<file path="src/rtl/core/ihrl_pkg.sv">
package ihrl_pkg;

   localparam int ImageBytes = 65536;
   localparam int AddrBits = $clog2(ImageBytes);
   localparam int MaxRecordBytes = 261;
   localparam int PosBits = 9;
   localparam int QueueDepth = 2;

   localparam logic [7:0] RecData = 8'h00;
   localparam logic [7:0] RecEof = 8'h01;
   localparam logic [7:0] RecExtLin = 8'h04;
   localparam logic [7:0] ChColon = 8'h3A;
   localparam logic [7:0] ChLineFeed = 8'h0A;

   typedef enum logic [2:0] {
      ST_NONE = 3'd0,
      ST_DATA = 3'd1,
      ST_EOF = 3'd2,
      ST_RESET = 3'd3,
      ST_IGNORED = 3'd4,
      ST_REJECTED = 3'd5
   } status_type;

   typedef struct packed {
      logic kind;
      logic [7:0] char_code;
      logic [15:0] read_address;
   } req_type;

   typedef struct packed {
      logic [2:0] status;
      logic [15:0] image_length;
      logic [7:0] record_type;
      logic [7:0] read_byte;
   } rsp_type;

   // one classified request handed from front to back
   typedef struct packed {
      logic is_read;
      logic [AddrBits-1:0] read_addr;
      logic write_en;
      logic [AddrBits-1:0] write_addr;
      logic [7:0] write_data;
      logic [2:0] status;
      logic [15:0] image_length;
      logic [7:0] record_type;
   } op_type;

   function automatic logic [4:0] hex_value(input logic [7:0] ch);
      logic [4:0] r;
      r = 5'h10;
      if (ch >= 8'h30 && ch <= 8'h39) r = {1'b0, 4'(ch - 8'h30)};
      else if (ch >= 8'h61 && ch <= 8'h66) r = {1'b0, 4'(ch - 8'h57)};
      else if (ch >= 8'h41 && ch <= 8'h46) r = {1'b0, 4'(ch - 8'h37)};
      return r;
   endfunction

endpackage

</file>
<file path="src/rtl/core/ihrl_front.sv">
module ihrl_front (
   input  logic clock,
   input  logic reset,
   input  logic req_valid,
   output logic req_stall,
   input  ihrl_pkg::req_type req_data,
   output logic op_valid,
   input  logic op_stall,
   output ihrl_pkg::op_type op_data
);
   import ihrl_pkg::*;

   logic in_record_ff, in_record_in;
   logic stopped_ff, stopped_in;
   logic low_due_ff, low_due_in;
   logic [3:0] high_ff, high_in;
   logic [PosBits-1:0] pos_ff, pos_in;
   logic [7:0] sum_ff, sum_in;
   logic [7:0] plen_ff, plen_in;
   logic [7:0] type_ff, type_in;
   logic [15:0] clen_ff, clen_in;
   logic take;
   logic [4:0] d;
   logic [7:0] b;
   logic [PosBits-1:0] idx;
   op_type op;

   assign req_stall = op_stall;
   assign take = req_valid && !req_stall;
   assign op_valid = req_valid;
   assign op_data = op;
   assign d = hex_value(req_data.char_code);
   assign b = {high_ff, d[3:0]};
   assign idx = pos_ff - PosBits'(4);

   always_comb begin
      in_record_in = in_record_ff;
      stopped_in = stopped_ff;
      low_due_in = low_due_ff;
      high_in = high_ff;
      pos_in = pos_ff;
      sum_in = sum_ff;
      plen_in = plen_ff;
      type_in = type_ff;
      clen_in = clen_ff;
      op = '0;
      op.read_addr = req_data.read_address[AddrBits-1:0];
      op.write_data = b;
      op.write_addr = AddrBits'(clen_ff + 16'(idx));
      if (req_data.kind) begin
         op.is_read = 1'b1;
      end else if (req_data.char_code == ChLineFeed) begin
         if (in_record_ff && pos_ff != '0 && sum_ff == 8'h00) begin
            op.record_type = type_ff;
            unique case (type_ff)
               RecData: begin
                  clen_in = 16'(AddrBits'(clen_ff + 16'(plen_ff)));
                  op.status = ST_DATA;
               end
               RecEof: op.status = ST_EOF;
               RecExtLin: begin
                  clen_in = '0;
                  op.status = ST_RESET;
               end
               default: op.status = ST_IGNORED;
            endcase
         end else begin
            op.status = ST_REJECTED;
         end
         in_record_in = 1'b0;
         stopped_in = 1'b0;
         low_due_in = 1'b0;
         high_in = '0;
         pos_in = '0;
         sum_in = '0;
         plen_in = '0;
         type_in = '0;
      end else if (!in_record_ff) begin
         if (req_data.char_code == ChColon) in_record_in = 1'b1;
      end else if (!stopped_ff) begin
         if (d[4]) begin
            stopped_in = 1'b1;
            low_due_in = 1'b0;
         end else if (!low_due_ff) begin
            high_in = d[3:0];
            low_due_in = 1'b1;
         end else begin
            low_due_in = 1'b0;
            if (pos_ff >= PosBits'(MaxRecordBytes)) begin
               stopped_in = 1'b1;
            end else begin
               sum_in = sum_ff + b;
               if (pos_ff == PosBits'(0)) plen_in = b;
               else if (pos_ff == PosBits'(3)) type_in = b;
               else if (pos_ff >= PosBits'(4) && type_ff == RecData
                        && idx < PosBits'(plen_ff))
                  op.write_en = 1'b1;
               pos_in = pos_ff + PosBits'(1);
            end
         end
      end
      op.image_length = clen_in;
   end

   always_ff @(posedge clock) begin
      if (reset) begin
         in_record_ff <= 1'b0;
         stopped_ff <= 1'b0;
         low_due_ff <= 1'b0;
         high_ff <= '0;
         pos_ff <= '0;
         sum_ff <= '0;
         plen_ff <= '0;
         type_ff <= '0;
         clen_ff <= '0;
      end else if (take) begin
         in_record_ff <= in_record_in;
         stopped_ff <= stopped_in;
         low_due_ff <= low_due_in;
         high_ff <= high_in;
         pos_ff <= pos_in;
         sum_ff <= sum_in;
         plen_ff <= plen_in;
         type_ff <= type_in;
         clen_ff <= clen_in;
      end
   end

   a_pos_bound: assert property (@(posedge clock) disable iff (reset)
      pos_ff <= PosBits'(MaxRecordBytes)) else $error("byte position overran");
   a_idle_clean: assert property (@(posedge clock) disable iff (reset)
      !in_record_ff |-> (pos_ff == '0 && sum_ff == '0)) else $error("stale record");
   a_write_in_record: assert property (@(posedge clock) disable iff (reset)
      (op_valid && op.write_en) |-> (in_record_ff && type_ff == RecData))
      else $error("write outside data record");
endmodule

</file>
<file path="config.mk">
export PLATFORM = sky130hd
export DESIGN_NAME = ihrl_front
export DESIGN_NICKNAME = d
export VERILOG_FILES = /design/src/rtl/core/ihrl_pkg.sv /design/src/rtl/core/ihrl_front.sv
export SDC_FILE = /design/constraint.sdc
export NUM_CORES = 1
export LEC_CHECK = 0
export BUFFER_PORTS_ARGS = -buffer_cell sky130_fd_sc_hd__buf_2
export CORE_MARGIN = 4
export CORE_UTILIZATION = 45
export DETAILED_ROUTE_END_ITERATION = 12
export PLACE_DENSITY_LB_ADDON = 0.3
export SLEW_MARGIN = 5
export SYNTH_ARGS = -nofsm -noshare
export SYNTH_HDL_FRONTEND = slang
export SYNTH_SLANG_ARGS = --single-unit
</file>
<file path="constraint.sdc">
create_clock -name clock -period 5.2 [get_ports clock]
set_clock_uncertainty 0.15 [all_clocks]
set_input_delay 1.04 -clock clock [delete_from_list [all_inputs] [get_ports clock]]
set_output_delay 1.04 -clock clock [all_outputs]
set_load 0.03 [all_outputs]
</file>
# == Yosys cells after proc, flatten, opt, wreduce, memory -nomap -nowiden ==
# Cells that the tools add are included.
# op_classes
n_addsub,8
mul,0
div,0
n_lt_le_gt_ge,9
n_eq_ne,10
shift,0
muxes,71
bitwise,1
reduce_logical,24
# op_table
op,count
8-bit two-way mux,24
9-bit two-way mux,6
16-bit two-way mux,3
16-bit one-hot mux with 2 select lines,1
1-bit two-way mux,25
4-bit two-way mux,5
16-bit by 8-bit adder with 16-bit output,1
16-bit by 9-bit adder with 16-bit output,1
"8-bit by 7-bit >= comparator with 1-bit output, second input constant",2
"8-bit by 7-bit <= comparator with 1-bit output, second input constant",2
8-bit logical NOT,2
5-bit two-way mux,3
"9-bit by 1-bit adder with 9-bit output, second input constant",1
"9-bit by 2-bit equality test with 1-bit output, second input constant",1
"9-bit by 3-bit >= comparator with 1-bit output, second input constant",1
"9-bit >= comparator, second input constant",1
9-bit logical NOT,1
9-bit by 8-bit < comparator with 1-bit output,1
3-bit two-way mux,3
3-bit one-hot mux with 3 select lines,1
9-bit AND reduction,1
9-bit nonzero test,1
"9-bit by 3-bit subtractor with 9-bit output, second input constant",1
8-bit adder,1
other kinds (20),34
# totals
reg_bits,56
latch_bits,0
ram_bits,0
mem_bits_ro,0
inputBits,29
out_inout_bits,71
elab_cells,132
n_memories,0

# == Depth between registers and ports, before layout ==
# Gate-level depths: netlist of run 1.
# depth
word_depth,13
ltp_mapped,15
mapped_depth_nobuf,15

# == Least setup slack after synthesis of run 1 ==
# No wires, ideal clock.
# synth_path
kind,input-to-reg
from,input req_data[23] (netlist bit)
to,register sum_ff[6]
setup_ns,0.070
arrival_time_ns,4.441
required_ns,4.980
setup_slack_ns,0.539
path_stages,12
n_path_buf,0
path_cell_list,or4b_4 -> a311o_4 -> o21ai_0 -> ha_1 -> inv_1 -> fa_1 -> nor2b_1 -> o21ai_0 -> a21oi_1 -> nor3_1 -> or3b_1 -> a21oi_1
# synth_rtl
element,line_no,source
start: declaration,ihrl_front.sv:6,"input ihrl_pkg::req_type req_data,"
end signal: assignment,ihrl_front.sv:122,sum_ff <= sum_in;
end: declaration,ihrl_front.sv:18,"logic [7:0] sum_ff, sum_in;"

==> out/qor.txt, run 1 <==
Mapped Nets = 672
Critical path arrival = 3.37 ns
Final Hold Vio Count = 0
Die Ht = 110 µm
Hold WS = 0.330 ns
Worst Hold Class = register to register
CTS hold repair buffers = 0
Post-DR wirelength/cell = 16.0 µm
Via count = 4407
Final design utilization = 0.510
I/O Pins = 100
Number of max-cap violations = 0
# DRC = 0
Vias in the first global route = 4192
Post-synth top area cell = dfxtp_1
Ys flop type = dfxtp_1
H-tree depth = 2
Core Area = 0.00991 mm²
Clk_lat worst skew = 0.31 ns
Crit end category = output port
Slew Viols, Final = 0
Antenna cells = 0
Layout cell share with drive strength beyond 1 = 0.145
Yosys warnings = 0
Pin count of the biggest net entering global routing = 57
CTS resizes = 0
CP max stage cell = a41oi_1
Run status = finished, final reports clean
Sink Count = 56
Area after DPL = 0.00495 mm²
RePlAce Congestion = 0.903
Detailed Place HPWL = 9.45 mm
Die Area = 0.0120 mm²
Setup TNS = 0 ns
Slew headroom = 0.238
Min Tclk post-route = 4.56 ns
Unrepaired setup endpoints after global routing = no
Mapped Cells = 598
Cells along the critical path = inv_1 > ha_1 > nor3b_1 > xor2_1 > ha_1 > o21a_1 > nor2_1 > inv_1 > a41oi_1 > nor2_1 > xor2_1 > buf_2
Synth area leaders = dfxtp_1 (24%), ha_1 (11%), o21ai_0 (4.9%)
Power Dens Cells = 147 mW/mm²
Clock transition at path regs = 0.11 ns
Cell area after synthesis = 0.00465 mm²
Clock buffer depth = 2
DR vias/cell = 5.75
Syn_area_per_cell = 7.78 µm²
Total power = 0.740 mW
Post-synth EDFFs = 0
CP max FO = 9
1st-iter DRT viols = 292
IO buf count = 67
Overflow after GRT = 0
Synth unique cells = 59
Max Clock Freq = 219 MHz
Max VDD drop = 0.189 mV
Critical Path Source Type = register
Final ANT Viol Nets = 0
Starting Density = 0.470
Async set or reset register ratio after synthesis = 0
Leak pwr = 2.07 nW
Top-area cell type share of the netlist area = 0.241
FP Rows = 36
TritonCTS clock tree = done
Drt pass-1 iters = 5
Syn-to-layout area delta = 8.52%
# nets final = 706
Worst EP required = 4.01 ns
Crit Path Category = register to output port
Yosys reg bits = 56
CTS Root Cell = clkbuf_8
Final setup fails = 0
Setup Buffers After CTS = 0
Worst slew pin tran = 1.13 ns
Finished Cell Area = 0.00505 mm²
Num CTS Buffers = 5
Total Routed Length = 12.2 mm
First-pass GRT wire length = 20.4 mm
Post-synthesis sequential area ratio = 0.241
Part of the cycle the worst path needs = 0.878
Gr usage total = 0.209
Number of antenna violations at the first check in global routing = 0
Die Span X = 110 µm
CP max stage delay = 0.52 ns
==> final timing paths <==
| kind | from | to | slack [ns] | cells after the start |
|---|---|---|---|---|
| hold reg to reg | type_ff[7] | type_ff[7] | 0.33 | 2 |
| hold / removal | type_ff[7] | type_ff[7] | 0.33 | 2 |
| setup reg to reg | pos_ff[2] | clen_ff[10] | 1.98 | 8 |
| setup / recovery | pos_ff[2] | op_data[48] | 0.64 | 12 |
==> critical path, delay by kind of cell, from the launching register on <==
family / cells / cell delay [ns]
DFF: 1 / 0.51
AOI/OAI and AO/OA: 2 / 0.64
adders and majority gates: 2 / 0.58
xor gates and xnor gates: 2 / 0.39
buffers and inverters: 3 / 0.52
and+or+nand+nor: 3 / 0.42
==> cells by family after synthesis <==
group / synth area share
adder cells (fa/ha/maj): 0.126
flip-flops: 0.241
AO/OA/AOI/OAI: 0.213
buffers and inverters: 0.0739
AND/OR/NAND/NOR: 0.266
XOR/XNOR: 0.0602
multiplexers: 0.0196
==> metrics by stage <==
step,worst slack [ns],cells
global route,0.369,766
CTS,0.616,766
finish,0.636,766
global placement,0.585,758
detailed placement,0.518,758
floorplan,0.539,598
==> layout make-up <==
| class | count | area [µm²] |
|---|---|---|
| fill | 999 | 4860 |
| clock buffer | 5 | 68.8 |
| multi-input combinational | 470 | 3190 |
| clock inverter | 3 | 27.5 |
| inverter | 26 | 97.6 |
| tap | 133 | 166 |
| timing repair buffer | 73 | 380 |
| sequential | 56 | 1120 |
==> layout by cell type (no fill, tap or decap), drive strengths merged, types with 20 or more instances in the layout <==
master,count
a21oi,39
xnor2,20
nand2,39
nand3,29
ha,42
inv,27
dfxtp,56
buf,73
nor2,52
o21ai,49
==> synth_stat cells, drive strengths merged, types with 12 or more instances <==
cell / number
a21oi: 39
and2: 13
buf: 22
clkbuf: 24
dfxtp: 56
ha: 42
inv: 26
nand2: 39
nand2b: 18
nand3: 29
nor2: 52
nor3: 14
o21ai: 49
xnor2: 20
xor2: 12
==> layer usage <==
metal	vias to the layer above	GRT usage	wire [µm]	share of wire
li1	2194	-	-	-
met1	2063	0.274	5510	0.45
met2	136	0.367	6020	0.49
met3	14	0.0282	560	0.046
met4	0	0.0436	153	0.012
met5	-	0	0	0
==> sequential cells by signal (all words and copies together) (netlist names) <==
register,flops
sum_ff,8
type_ff,8
plen_ff,8
low_due_ff,1
in_record_ff,1
high_ff,4
pos_ff,9
clen_ff,16
stopped_ff,1
==> power by group <==
part / internal [mW] / switching [mW]
combinational: 0.0134 / 0.0300
sequential: 0.429 / 0.0000371
clock: 0.0997 / 0.168
total: 0.542 / 0.198
Power figures use the tool's default switching activity.
==> inputs of run 2 (changes only) <==
==> constraint.sdc (replaced) <==
create_clock -name clock -period 5.2 [get_ports clock]
set_clock_uncertainty 0.15 [all_clocks]
set_input_delay 1.04 -clock clock [delete_from_list [all_inputs] [get_ports clock]]
set_output_delay 1.04 -clock clock [all_outputs]
set_load 0.01 [all_outputs]
==> run 2 against run 1 <==
Global-route usage about the same. Sequential share of layout area about the same. Largest cell class unchanged. Critical path depth unchanged. Largest power group unchanged. Worst setup slack better by 0.045 ns. Sequential cell count unchanged. Combinational power down 9.2%.
==> out/qor.txt, run 2 (synthesized netlist as in run 1, its figures left out) <==
CP bufs+invs = 3
Number of antenna violations at the first check in global routing = 0
RePlAce Congestion = 0.925
Worst slew pin tran = 1.17 ns
Reg with most FFs = clen_ff
Power share of the combinational group = 0.051
First-pass GRT wire length = 20.3 mm
Slew headroom = 0.212
Pin count of the biggest net entering global routing = 57
Slew Viols, Final = 0
Clock buffer depth = 2
Syn-to-layout area delta = 8.76%
Clock transition at path regs = 0.12 ns
Hold Startpoint = plen_ff[7]
CP max stage delay = 0.52 ns
Part of the cycle the worst path needs = 0.869
Max VDD drop = 0.167 mV
Layout cell share with drive strength beyond 1 = 0.144
Most frequent cells in the layout = buf_2 (67), dfxtp_1 (56), nor2_1 (52), o21ai_0 (46), ha_1 (42)
Largest registers = clen_ff (16), pos_ff (9)
Worst EP required = 4.01 ns
I/O Pins = 100
Vias in the first global route = 4208
Leading cell type in the layout, fill and taps excluded = buf_2
H-tree depth = 2
CP max FO = 9
Power Dens Cells = 152 mW/mm²
Final setup fails = 0
CTS hold repair buffers = 0
Hold Path End = plen_ff[7]
Starting Density = 0.470
Worst Hold Class = register to register
Run status = finished, final reports clean
Sequential Power Share = 0.556
Clock network fraction of total power = 0.393
P_sw = 0.184 mW
Max Clock Freq = 221 MHz
Gr usage total = 0.209
Finished Cell Area = 0.00506 mm²
Fillers = 979
DR vias/cell = 5.77
Unrepaired setup endpoints after global routing = no
# nets final = 705
Critical Path Source Type = register
FF-to-FF setup slack = 2.05 ns
Antenna cells = 0
Die Area = 0.0120 mm²
R2R Path Start = pos_ff[2]
Crit Path Category = register to output port
Reg-to-Reg End = clen_ff[3]
Final ANT Viol Nets = 0
Min Tclk post-route = 4.52 ns
Number of flip-flops in the largest register = 16
Crit path max-delay family = compound AO/OA/AOI/OAI gates
Sink Count = 56
Int Pwr = 0.587 mW
Die Ht = 110 µm
Final Hold Vio Count = 0
1st-iter DRT viols = 267
Overflow after GRT = 0
Leak pwr = 2.07 nW
Drt pass-1 iters = 4
Number of max-cap violations = 0
# DRC = 0
Clk_lat worst skew = 0.31 ns
Crit end category = output port
Switch share = 0.239
Setup TNS = 0 ns
Worst setup startpoint = pos_ff[2]
CTS resizes = 0
Core Area = 0.00991 mm²
Post-DR wirelength/cell = 16.1 µm
Die Span X = 110 µm
Worst R2R Path Depth = 8
Cells along the critical path = inv_1 > ha_1 > nor3b_1 > xor2_1 > ha_1 > o21a_1 > nor2_1 > inv_1 > a41oi_1 > nor2b_1 > xor2_1 > buf_2
Final design utilization = 0.511
IO buf count = 67
Critical path arrival = 3.33 ns
CTS Root Cell = clkbuf_8
WHS Path Cells = 2
TritonCTS clock tree = done
Setup Buffers After CTS = 0
CP max stage cell = dfxtp_1
Area after DPL = 0.00495 mm²
Total Routed Length = 12.3 mm
Detailed Place HPWL = 9.44 mm
Via count = 4415
FP Rows = 36
Num CTS Buffers = 5
==> run 2: cell types whose count changed in the layout (fill, tap and decap cells not counted) <==
cell / previous run / this run
inv_6: 0 / 1
bufinv_16: 0 / 1
inv_8: 1 / 0
clkinv_4: 1 / 0
buf_4: 6 / 5
==> run 2: routing by layer <==
metal  up-vias  GRT usage  routed length (µm)
met4         0     0.0606                 261
met2       105      0.358                5950
met5         -          0                   0
met1      2093      0.272                5500
li1       2194          -                   -
met3        23     0.0311                 573
==> run 2: area by class of cell <==
type / count / area [µm²] / share of cell area
multi-input combinational: 470 / 3190 / 0.630
sequential: 56 / 1120 / 0.221
timing repair buffer: 72 / 373 / 0.0737
tap: 133 / 166 / 0.0329
inverter: 26 / 97.6 / 0.0193
clock buffer: 5 / 68.8 / 0.0136
clock inverter: 3 / 46.3 / 0.00914
==> run 2: worst reg2reg max path, delay by kind of cell (launching register included) <==
kind                       cells  cell delay [ns]
DFF                            1             0.52
AOI/OAI and AO/OA              1             0.14
buffers and inverters          1             0.22
and+or+nand+nor                5             1.81
adders and majority gates      1             0.24
==> run 2: power by group through the flow <==
stage / Sequential, mW / Clock (mW) / Combinational, mW
after global routing: 0.429 / 0.324 / 0.0431
final: 0.429 / 0.303 / 0.0395
after global placement: 0.439 / 0 / 0.0379
after detailed placement: 0.439 / 0 / 0.0391
after floorplan: 0.439 / 0 / 0.0368
after CTS: 0.429 / 0.312 / 0.0393
==> run 2: how the worst max path moves through the flow <==
stage	endpoint	slack [ns]	cells past startpoint
2_1_floorplan	sum_ff[6]	0.99	12
3_3_place_gp	sum_ff[6]	0.71	12
3_5_place_dp	sum_ff[7]	0.59	11
4_1_cts	op_data[50]	0.69	12
5_1_grt	op_data[46]	0.37	12
6_report	op_data[50]	0.68	12
==> run 2: per-stage QoR <==
step | power [mW] | instances | setup WS, ns | hold slack, ns
floorplan | 0.475 | 598 | 0.995 | 0.298
global placement | 0.476 | 757 | 0.707 | 0.317
detailed placement | 0.478 | 757 | 0.592 | 0.320
CTS | 0.780 | 765 | 0.688 | 0.336
global route | 0.796 | 765 | 0.370 | 0.367
finish | 0.771 | 765 | 0.681 | 0.331
==> inputs of run 3 (changes only) <==
--- a/config.mk
+++ b/config.mk
@@ -9,8 +9,9 @@
 export CORE_MARGIN = 4
 export CORE_UTILIZATION = 45
 export DETAILED_ROUTE_END_ITERATION = 12
-export PLACE_DENSITY_LB_ADDON = 0.3
+export PLACE_DENSITY_LB_ADDON = 0.25
 export SLEW_MARGIN = 5
 export SYNTH_ARGS = -nofsm -noshare
 export SYNTH_HDL_FRONTEND = slang
 export SYNTH_SLANG_ARGS = --single-unit
+export TNS_END_PERCENT = 100
==> constraint.sdc (replaced) <==
create_clock -name clock -period 4.4 [get_ports clock]
set_clock_uncertainty 0.15 [all_clocks]
set_input_delay 0.88 -clock clock [delete_from_list [all_inputs] [get_ports clock]]
set_output_delay 0.88 -clock clock [all_outputs]
set_load 0.01 [all_outputs]
==> run 3 against run 2 <==
First-iteration DRC count is 24% higher. Final cell count is 1.3% higher. Via count is 2.5% higher. Die area stayed put. Sequential share of layout area is 0.22 points lower. Worst hold slack better by 0.010 ns. Combinational power is 24% higher. Non-clock buffer count is 10 higher. Register-to-register slack worse by 0.77 ns. Worst setup slack worse by 0.37 ns. Global-route usage is 0.42 points higher. Critical path depth is 1 lower. Highest routed layer unchanged.
==> out/qor.txt, run 3 (synthesized netlist as in run 1, its figures left out) <==
Antenna cells = 0
Number of antenna violations at the first check in global routing = 0
Worst setup startpoint = pos_ff[3]
Power share of the combinational group = 0.056
Starting Density = 0.470
Critical path arrival = 3.06 ns
Num CTS Buffers = 5
Slew Viols, Final = 0
Setup TNS = 0 ns
FP Rows = 36
Leak pwr = 2.11 nW
H-tree depth = 2
# nets final = 715
IO buf count = 67
CTS Root Cell = clkbuf_8
Worst Hold Class = register to register
P_sw = 0.229 mW
Finished Cell Area = 0.00512 mm²
R2R Path Start = pos_ff[3]
Power Dens Cells = 170 mW/mm²
Via count = 4527
Part of the cycle the worst path needs = 0.929
CP max FO = 8
Cells along the critical path = inv_1 > ha_1 > nor3b_1 > xor2_1 > ha_1 > o21a_1 > nor2_1 > a211oi_1 > o21ai_0 > xnor2_1 > buf_2
Clock network fraction of total power = 0.361
Reg with most FFs = clen_ff
Clock buffer depth = 2
Worst R2R Path Depth = 8
FF-to-FF setup slack = 1.28 ns
Sink Count = 56
Critical Path Source Type = register
RePlAce Congestion = 0.928
TritonCTS clock tree = done
Die Span X = 110 µm
Number of max-cap violations = 0
Crit end category = output port
Int Pwr = 0.640 mW
Worst slew pin tran = 1.24 ns
CP max stage cell = dfxtp_1
Slew headroom = 0.164
Clk_lat worst skew = 0.32 ns
Drt pass-1 iters = 5
Run status = finished, final reports clean
Max Clock Freq = 245 MHz
Final setup fails = 0
I/O Pins = 100
Sequential Power Share = 0.583
Syn-to-layout area delta = 9.97%
Clock transition at path regs = 0.12 ns
CP endpoint = op_data[47]
Area after DPL = 0.00502 mm²
# DRC = 0
Final Hold Vio Count = 0
Number of flip-flops in the largest register = 16
Worst EP required = 3.37 ns
Gr usage total = 0.213
Die Area = 0.0120 mm²
Unrepaired setup endpoints after global routing = no
Crit Path Category = register to output port
Post-DR wirelength/cell = 16.4 µm
Min Tclk post-route = 4.09 ns
1st-iter DRT viols = 331
Pin count of the biggest net entering global routing = 31
Vias in the first global route = 4209
Die Ht = 110 µm
Switch share = 0.264
DR vias/cell = 5.84
Detailed Place HPWL = 9.88 mm
Total Routed Length = 12.7 mm
Max VDD drop = 0.180 mV
Final ANT Viol Nets = 0
Most frequent cells in the layout = buf_2 (67), dfxtp_1 (55), nor2_1 (52), o21ai_0 (46), ha_1 (42)
CP max stage delay = 0.48 ns
Fillers = 996
Reg-to-Reg End = clen_ff[3]
First-pass GRT wire length = 20.4 mm
Most frequent CP cell = ha_1
Overflow after GRT = 0
Largest registers = clen_ff (16), pos_ff (9)
Leading cell type in the layout, fill and taps excluded = buf_2
Core Area = 0.00991 mm²
Layout cell share with drive strength beyond 1 = 0.160
run 3: changes by cell type in the layout (fill, tap and decap cells not counted):
cell	delta
dfxtp_1	-1
clkinvlp_4	+1
inv_2	+1
buf_4	+10
bufinv_16	-1
inv_6	-1
inv_8	+1
dfxtp_2	+1
inv_1	-1
run 3: power groups by stage:
stage	combinational, mW	sequential, mW	clock, mW
3_5_place_dp	0.0486	0.518	0
3_3_place_gp	0.0471	0.518	0
6_report	0.0489	0.507	0.314
5_1_grt	0.0534	0.507	0.339
4_1_cts	0.0488	0.507	0.322
2_1_floorplan	0.0434	0.518	0
run 3: final cells by class:
cell class	count	area, µm²	share of cell area
Clock inverter	3	26.3	0.00513
Clock buffer	5	68.8	0.0134
Tap cell	133	166	0.0325
Multi-Input combinational cell	470	3190	0.623
Timing Repair Buffer	82	448	0.0875
Inverter	26	97.6	0.0191
Sequential cell	56	1120	0.219
run 3: per-layer routing:
layer  share of wire  wire, µm  global-route usage  vias up
li1                -         -                   -     2218
met1            0.45      5730               0.278     2162
met2            0.49      6240               0.367      125
met3           0.040       511              0.0229       22
met4           0.019       244              0.0677        0
met5               0         0                   0        -
run 3: critical path: cells and delay by family, from the launching register on:
kind / cells / cell delay (ns)
xor+xnor: 2 / 0.41
fa+ha+maj: 2 / 0.58
simple gates: 2 / 0.21
compound gates: 3 / 0.75
buf+inv: 2 / 0.30
flops: 1 / 0.48
run 3: worst min-delay path by stage:
stage                     startpoint  slack [ns]  cells past startpoint    endpoint
final                     type_ff[7]        0.34                      2  type_ff[7]
after detailed placement  type_ff[7]        0.32                      2  type_ff[7]
after global placement    plen_ff[6]        0.32                      2  plen_ff[6]
after global routing       sum_ff[6]        0.37                      2   sum_ff[6]
after floorplan            sum_ff[6]        0.30                      2   sum_ff[6]
after CTS                 type_ff[7]        0.34                      2  type_ff[7]
run 3: per-stage QoR:
stage / setup slack [ns] / std cells / hold WS (ns) / util / total power [mW]
after global placement: 0.450 / 767 / 0.319 / 0.507 / 0.565
after CTS: 0.141 / 775 / 0.341 / 0.516 / 0.878
after global routing: 0.0632 / 775 / 0.365 / 0.517 / 0.900
final: 0.311 / 775 / 0.342 / 0.517 / 0.869
after detailed placement: 0.290 / 767 / 0.325 / 0.507 / 0.567
after floorplan: 0.355 / 598 / 0.298 / - / 0.562
run 3: timing repair:
| item | CTS | global route |
|---|---|---|
| setup endpoints to repair | 0 | 6 |
| endpoints found under the hold margin | 0 | 0 |
| hold buffers | 0 | 0 |
| gates resized for setup | 0 | 2 |
| buffers inserted | 0 | 0 |
